===== src/sv/circle_accumulate_ascii_raster_top_defines.svh =====
// ----------------------------------------------------------------------------
// Assertion macros for the circle raster block
// Shared concurrent assertion forms, clocked on clk and disabled in reset.
// ----------------------------------------------------------------------------
`ifndef CIRCLE_ACCUMULATE_ASCII_RASTER_TOP_DEFINES_SVH
`define CIRCLE_ACCUMULATE_ASCII_RASTER_TOP_DEFINES_SVH

// Same-cycle implication.
`define CAR_ASSERT_NOW(lbl, ante, cons, msg) \
  lbl: assert property (@(posedge clk) disable iff (!rst_n) (ante) |-> (cons)) \
    else $error(msg);

// Next-cycle implication.
`define CAR_ASSERT_NEXT(lbl, ante, cons, msg) \
  lbl: assert property (@(posedge clk) disable iff (!rst_n) (ante) |=> (cons)) \
    else $error(msg);

`endif


===== src/sv/car_pkg.sv =====
// ----------------------------------------------------------------------------
// Circle raster package
// Shared constants, the control bundle for the pixel unit and the ramp lookup.
// ----------------------------------------------------------------------------
`timescale 1ns / 1ps
`default_nettype none

package car_pkg;

  localparam int CAR_MAX_WIDTH  = 256;
  localparam int CAR_MAX_HEIGHT = 128;

  // Request operation codes.
  localparam logic [1:0] OP_CLEAR = 2'd0;
  localparam logic [1:0] OP_DRAW  = 2'd1;
  localparam logic [1:0] OP_READ  = 2'd2;

  // Configuration register indexes.
  localparam int         CFG_IDX_W         = 1;
  localparam logic [0:0] REG_SCREEN_WIDTH  = 1'd0;
  localparam logic [0:0] REG_SCREEN_HEIGHT = 1'd1;

  localparam int         SCR_W_W = 9;
  localparam int         SCR_H_W = 8;
  localparam logic [8:0] SCR_W_RESET = 9'd80;
  localparam logic [7:0] SCR_H_RESET = 8'd24;

  localparam logic [6:0] CHAR_SPACE = 7'd32;

  localparam logic [6:0] RAMP [8] = '{7'd32, 7'd46, 7'd44, 7'd59,
                                      7'd111, 7'd79, 7'd48, 7'd64};

  // Per-circle parameters handed to the pixel unit.
  typedef struct packed {
    logic              vld;
    logic signed [9:0] center_x;
    logic signed [8:0] center_y;
    logic signed [4:0] shade;
    logic [17:0]       r2;
  } pix_ctl_t;

  function automatic logic [6:0] ramp_char(input logic signed [7:0] v);
    logic [6:0] c;
    if (v < 8'sd0) begin
      c = RAMP[0];
    end else if (v > 8'sd7) begin
      c = RAMP[7];
    end else begin
      c = RAMP[v[2:0]];
    end
    return c;
  endfunction

endpackage

`default_nettype wire


===== src/sv/car_pixel_unit.sv =====
// ----------------------------------------------------------------------------
// Circle pixel unit
// Two-stage read-modify-write path: squared distances, then test and add.
// ----------------------------------------------------------------------------
`timescale 1ns / 1ps
`default_nettype none

module car_pixel_unit #(
  parameter int MAX_WIDTH  = car_pkg::CAR_MAX_WIDTH,
  parameter int MAX_HEIGHT = car_pkg::CAR_MAX_HEIGHT
) (
  input  wire logic                                        clk,
  input  wire logic                                        rst_n,
  input  wire car_pkg::pix_ctl_t                           ctl,
  input  wire logic [$clog2(MAX_WIDTH)-1:0]                x,
  input  wire logic [$clog2(MAX_HEIGHT)-1:0]               y,
  input  wire logic [$clog2(MAX_WIDTH*MAX_HEIGHT)-1:0]     addr,
  input  wire logic [7:0]                                  rd_data,
  output logic                                             wr_en,
  output logic [$clog2(MAX_WIDTH*MAX_HEIGHT)-1:0]          wr_addr,
  output logic [7:0]                                       wr_data
);

  localparam int XW  = $clog2(MAX_WIDTH);
  localparam int YW  = $clog2(MAX_HEIGHT);
  localparam int AW  = $clog2(MAX_WIDTH * MAX_HEIGHT);
  localparam int DXW = ((XW > 10) ? XW : 10) + 2;
  localparam int DYW = ((YW > 9) ? YW : 9) + 2;
  localparam int SQW = 2 * ((DXW > DYW) ? DXW : DYW);

  logic signed [DXW-1:0] dx;
  logic signed [DYW-1:0] dy;
  logic signed [SQW-1:0] dxe, dye;
  logic [SQW-1:0]        dx2_nxt, dy2_nxt;
  logic [SQW-1:0]        dx2_r, dy2_r;
  logic [AW-1:0]         addr_r;
  logic                  vld_r;
  logic [SQW:0]          dist_sum;
  logic                  hit;
  logic signed [8:0]     sum;
  logic signed [7:0]     cur_cell;

  // Stage 0: offsets from the center and their squares. The offsets are
  // widened to the product width first so that the squares keep every bit.
  always_comb begin
    dx = $signed({{(DXW-XW){1'b0}}, x}) - $signed({{(DXW-10){ctl.center_x[9]}}, ctl.center_x});
    dy = $signed({{(DYW-YW){1'b0}}, y}) - $signed({{(DYW-9){ctl.center_y[8]}}, ctl.center_y});
    dxe = {{(SQW-DXW){dx[DXW-1]}}, dx};
    dye = {{(SQW-DYW){dy[DYW-1]}}, dy};
    dx2_nxt = $unsigned(dxe * dxe);
    dy2_nxt = $unsigned(dye * dye);
  end

  always_ff @(posedge clk) begin
    if (!rst_n) begin
      vld_r <= 1'b0;
    end else begin
      vld_r <= ctl.vld;
    end
  end

  always_ff @(posedge clk) begin
    dx2_r  <= dx2_nxt;
    dy2_r  <= dy2_nxt;
    addr_r <= addr;
  end

  // Stage 1: strict inside test and saturating add on the fetched cell.
  always_comb begin
    cur_cell = $signed(rd_data);
    dist_sum = {1'b0, dx2_r} + {1'b0, dy2_r};
    hit      = dist_sum < (SQW + 1)'(ctl.r2);
    sum      = $signed({cur_cell[7], cur_cell}) + $signed({{4{ctl.shade[4]}}, ctl.shade});
    if (sum > 9'sd127) begin
      wr_data = 8'h7F;
    end else if (sum < -9'sd128) begin
      wr_data = 8'h80;
    end else begin
      wr_data = sum[7:0];
    end
  end

  assign wr_en   = vld_r && hit;
  assign wr_addr = addr_r;

endmodule

`default_nettype wire


===== config.mk =====
export PLATFORM = sky130hd
export DESIGN_NAME = car_pixel_unit
export DESIGN_NICKNAME = d
export VERILOG_FILES = /design/src/sv/circle_accumulate_ascii_raster_top_defines.svh /design/src/sv/car_pkg.sv /design/src/sv/car_pixel_unit.sv
export SDC_FILE = /design/constraint.sdc
export NUM_CORES = 1
export LEC_CHECK = 0
export CAP_MARGIN = 20
export CORE_UTILIZATION = 50
export CTS_BUF_LIST = sky130_fd_sc_hd__clkbuf_4
export CTS_CLUSTER_DIAMETER = 60
export DETAILED_ROUTE_END_ITERATION = 16
export DONT_BUFFER_PORTS = 1
export GPL_TIMING_DRIVEN = 0
export SETUP_SLACK_MARGIN = 0.4
export SKIP_LAST_GASP = 1
export SYNTH_ARGS = -nofsm -noshare
export SYNTH_HDL_FRONTEND = slang
export SYNTH_SLANG_ARGS = --single-unit

===== constraint.sdc =====
create_clock -name clk -period 14.95 [get_ports clk]
set_clock_uncertainty 0.15 [all_clocks]
set_input_delay 0.7475 -clock clk [delete_from_list [all_inputs] [get_ports clk]]
set_output_delay 0.7475 -clock clk [all_outputs]
set_load 0.005 [all_outputs]

After elaboration in Yosys (flattened, before gate mapping)
Index checks and enable logic that the tools add are counted.
{ "totals": {"ff_bits": 58, "input_bits": 83, "out_inout_bits": 24, "wordCells": 16} }
{ "classes": {"add_sub_neg": 4, "mul": 2, "magnitude_cmp": 3, "n_mux": 2, "reduce_logical": 1} }
{ "ops": {"columns": ["cell", "count"], "rows": [
  ["24-bit by 24-bit adder with 25-bit output", 1],
  ["25-bit by 18-bit less-than comparator with 1-bit output", 1],
  ["11-bit by 11-bit multiplier with 22-bit output", 1],
  ["10-bit by 10-bit multiplier with 20-bit output", 1],
  ["8-bit 2-to-1 mux", 2],
  ["9-bit by 10-bit subtractor with 11-bit output", 1],
  ["8-bit by 9-bit subtractor with 10-bit output", 1],
  ["8-bit by 5-bit adder with 9-bit output", 1],
  ["9-bit by 8-bit > comparator with 1-bit output, second input constant", 1],
  ["9-bit by 8-bit less-than comparator with 1-bit output, second input constant", 1],
  ["1-bit logical AND", 1]
]} }

Depth between registers and ports, before layout
{ "depth": {"word_depth": 4, "depth_mapped": 30, "mapped_depth_nobuf": 29} }

Worst setup path after synthesis
Ideal clock, no wire load.
{ "synth_timing": {"path_type": "input to register", "start": "in y[0]", "end": "reg dy2_r[19] (netlist name)", "setup_time_ns": 0.121, "t_arrival_ns": 6.886, "t_required_ns": 14.679, "setup_slack_ns": 7.793, "cell_stages": 25, "n_path_buf": 0, "cell_sequence": "inv_1 > ha_1 > inv_1 > fa_1 > a21o_1 > a21oi_1 > o21bai_1 > a21o_1 > a211oi_2 > inv_1 > nor2_1 > fa_1 > fa_1 > fa_1 > inv_1 > fa_1 > fa_1 > inv_1 > ha_1 > a21o_1 > a2111oi_0 > o2bb2ai_1 > o21ai_0 > a31oi_1 > xnor2_1"} }
{ "synth_via": {"elab_chain_len": 2} }
{ "synth_rtl": {"columns": ["item", "line_no", "source"], "rows": [
  ["from (decl)", "car_pixel_unit.sv:16", "input wire logic [$clog2(MAX_HEIGHT)-1:0] y,"],
  ["8-bit by 9-bit subtractor with 10-bit output", "car_pixel_unit.sv:47", "dy = $signed({{(DYW-YW){1'b0}}, y}) - $signed({{(DYW-9){ctl.center_y[8]}}, ctl.center_y});"],
  ["10-bit by 10-bit multiplier with 20-bit output", "car_pixel_unit.sv:51", "dy2_nxt = $unsigned(dye * dye);"],
  ["named net dy2_nxt[19]", "car_pixel_unit.sv:34", "logic [SQW-1:0] dx2_nxt, dy2_nxt;"]
]} }
The timed path passes the listed nets, and every way through them passes these cells.
A chain may end at the register's enable or synchronous reset.

Worst setup path after layout
{ "layout_timing": {"start": "in y[0]", "end": "reg dy2_r[19] (netlist name)"} }
{ "layout_via": {"elab_chain_len": 2} }
{ "layout_rtl": {"columns": ["item", "line_no"], "rows": [
  ["8-bit by 9-bit subtractor with 10-bit output", "car_pixel_unit.sv:47"],
  ["10-bit by 10-bit multiplier with 20-bit output", "car_pixel_unit.sv:51"],
  ["named net dy2_nxt[19]", "car_pixel_unit.sv:34"]
]} }
The timed path passes the listed nets, and every way through them passes these cells.

==> results.ini <==
[yosys]
syn_inst=1256
syn_nets=1675
ys_top_cells_by_area=fa_1, ha_1, inv_1, dfxtp_1, xnor2_1
synthXorXnorAreaFrac_pct=6.948
ys_types=73
synth_enable_flop_cells=0
synth_largest_area_cell=fa_1
synth_top_family_by_area=adder cells
synth.area.mux_share_pct=0.08923
synth-simple-area-share_pct=10.41
synth.top_cell.area_share_pct=33.19
synth-compound-area-share_pct=10.91
ys.flop_type=dfxtp_1
async_reset_ff_share_pct=0
synth_area_sq_um=11220
ys_seq_elements=56
synth.avg_cell_area_sq_um=8.932
synth.yosys.seq_area_share_pct=9.993
yosys.area_share.adder_pct=49.92
ys_warn_count=0

[cells_and_area]
final_common_cell=inv_1
multi_input_area_sq_um=8781
final_cell_mix=inv_1, fa_1, ha_1
insertedDiodeCount=0
layout.nets=1682
seq_area_sq_um=1121
drive_above_1_share_pct=3.402
fillCellCount=2101
area_delta_synth_final_pct=3.870

[die]
die_w_microns=151.8
die_y_microns=151.8
core-area_sq_um=21890
dieArea_sq_um=23040
ios=107
start_util_pct=51.25
fp-row-count=54

[global_route]
grt_overflow=0
grt_max_degree=18
antenna_found_initial=0
first_global_vias=7759
grt_pass1_wl_microns=35270
grt_usage_pct=19.23

[timing]
hold_viol_final=0
layout_min_cycle_time_ns=7.571
setup_viol=0
period_share_pct=50.65
slew-limit-headroom_pct=26.12
slew_viol_final=0
fmax_mhz=132.1
rsz0062_at_grt=false
worst_pin_slew_ns=1.100
finalSetupTns_ns=0

[detailed_routing]
drt-total-wl_microns=20020
drc=0
ant_nets=0
drt-initial-drc-count=267
vias=7837
viasPerCell=5.076
first_pass_iters=5
wl_per_cell_microns=12.97

[outcome]
status=complete, no violations

[worst_setup_path]
critPathLaunch=y[0]
criticalPathCategory=input port to flop
start_kind=input port
endpoint_kind=flop
worst_ep_required_time_ns=15.13
path_max_fanout=7
worstPathArrival_ns=7.75

[clocking]
cts_tree=done
cts_root_buffer=clkbuf_4
post_cts_buffers=0
holdBufCountCts=0
clk_pin_slew_worst_paths_ns=0.16
ctsResizeCount=0
numCtsBuffers=5
cts.sinks=56
cts_max_level=2
cts_buffer_depth=2

[place]
dp_hpwl_microns=18000
numPortBuffers=0
gp_congestion=0.8360

[worst_hold_path]
hp-start=addr[3]
hold_path.class=input port to flop

[job]
cap_viol_max_count=0

==> cell usage after synthesis, types with 4 or more instances <==
master    number
o21a_1        17
inv_2          5
nand4_1        6
nor2b_1       15
nor3_1        10
nand2_1       83
clkbuf_1       9
dfxtp_1       56
a31oi_1        8
xor2_1        26
a21o_1        23
inv_1        321
a211o_1        5
o21ai_0       33
nor2_1        81
and2_1        22
nand3_1        6
xnor2_1       58
o31ai_2        4
ha_1         150
nand2b_1      13
a21oi_1       51
fa_1         186
==> layer usage <==
layer  wire [microns]  GRT usage, %
met1            10080         28.36
met3              652         1.826
met4               75         1.485
met5                0             0
met2             9215         31.73
==> cell type report <==
type	instances	share of cell area (%)
clock buffers	6	0.3866
plain buffers	14	0.5476
inverters	331	10.75
multi-input cells	855	75.36
well taps	280	3.007
clock inverters	2	0.3329
flip-flops and latches	56	9.621
==> state kept, by name (all words and copies together), names as in the netlist <==
name / flops
dx2_r: 21
dy2_r: 19
wr_addr: 15
vld_r: 1
==> worst paths after layout <==
path                 end  depth (start not counted)
max    dy2_r[19]$_DFF_P_                         25
min   wr_addr[3]$_DFF_P_                          0
==> logic make-up (layout without fill, tap and decap cells) <==
kind of cell             Yosys count  in the layout
multiplexers                       1              1
AND/OR/NAND/NOR                  253            253
flip-flops                        56             56
AO/OA/AOI/OAI                    179            179
adder cells (fa/ha/maj)          336            336
buffers and inverters            345            353
XOR/XNOR                          86             86
==> per-stage QoR <==
stage	utilization [%]	hold WS [ns]	cells	cell area (sq um)	setup WS, ns
after floorplan	-	0.6252	1256	11220	7.793
after global placement	52.85	0.6253	1536	11570	6.981
after detailed placement	52.85	0.6253	1536	11570	7.010
after CTS	53.23	0.2056	1544	11650	7.401
after global routing	53.23	0.1733	1544	11650	6.900
final	53.23	0.2319	1544	11650	7.379
==> critical path: stages <==
cell,delay [ns]
inv_1,0.03
ha_1,0.19
inv_1,0.07
fa_1,0.43
a21o_1,0.21
a21oi_1,0.21
o21bai_1,0.09
a21o_1,0.23
a211oi_2,0.49
inv_1,0.29
nor2_1,0.30
fa_1,0.49
fa_1,0.48
fa_1,0.48
inv_1,0.05
fa_1,0.50
fa_1,0.54
inv_1,0.04
ha_1,0.36
a21o_1,0.20
a2111oi_0,0.50
o2bb2ai_1,0.22
o21ai_0,0.20
a31oi_1,0.24
xnor2_1,0.14
Power is left out: the tool's default activity adds up to more than one toggle a clock period on the data nets, which glitch-free logic cannot reach.
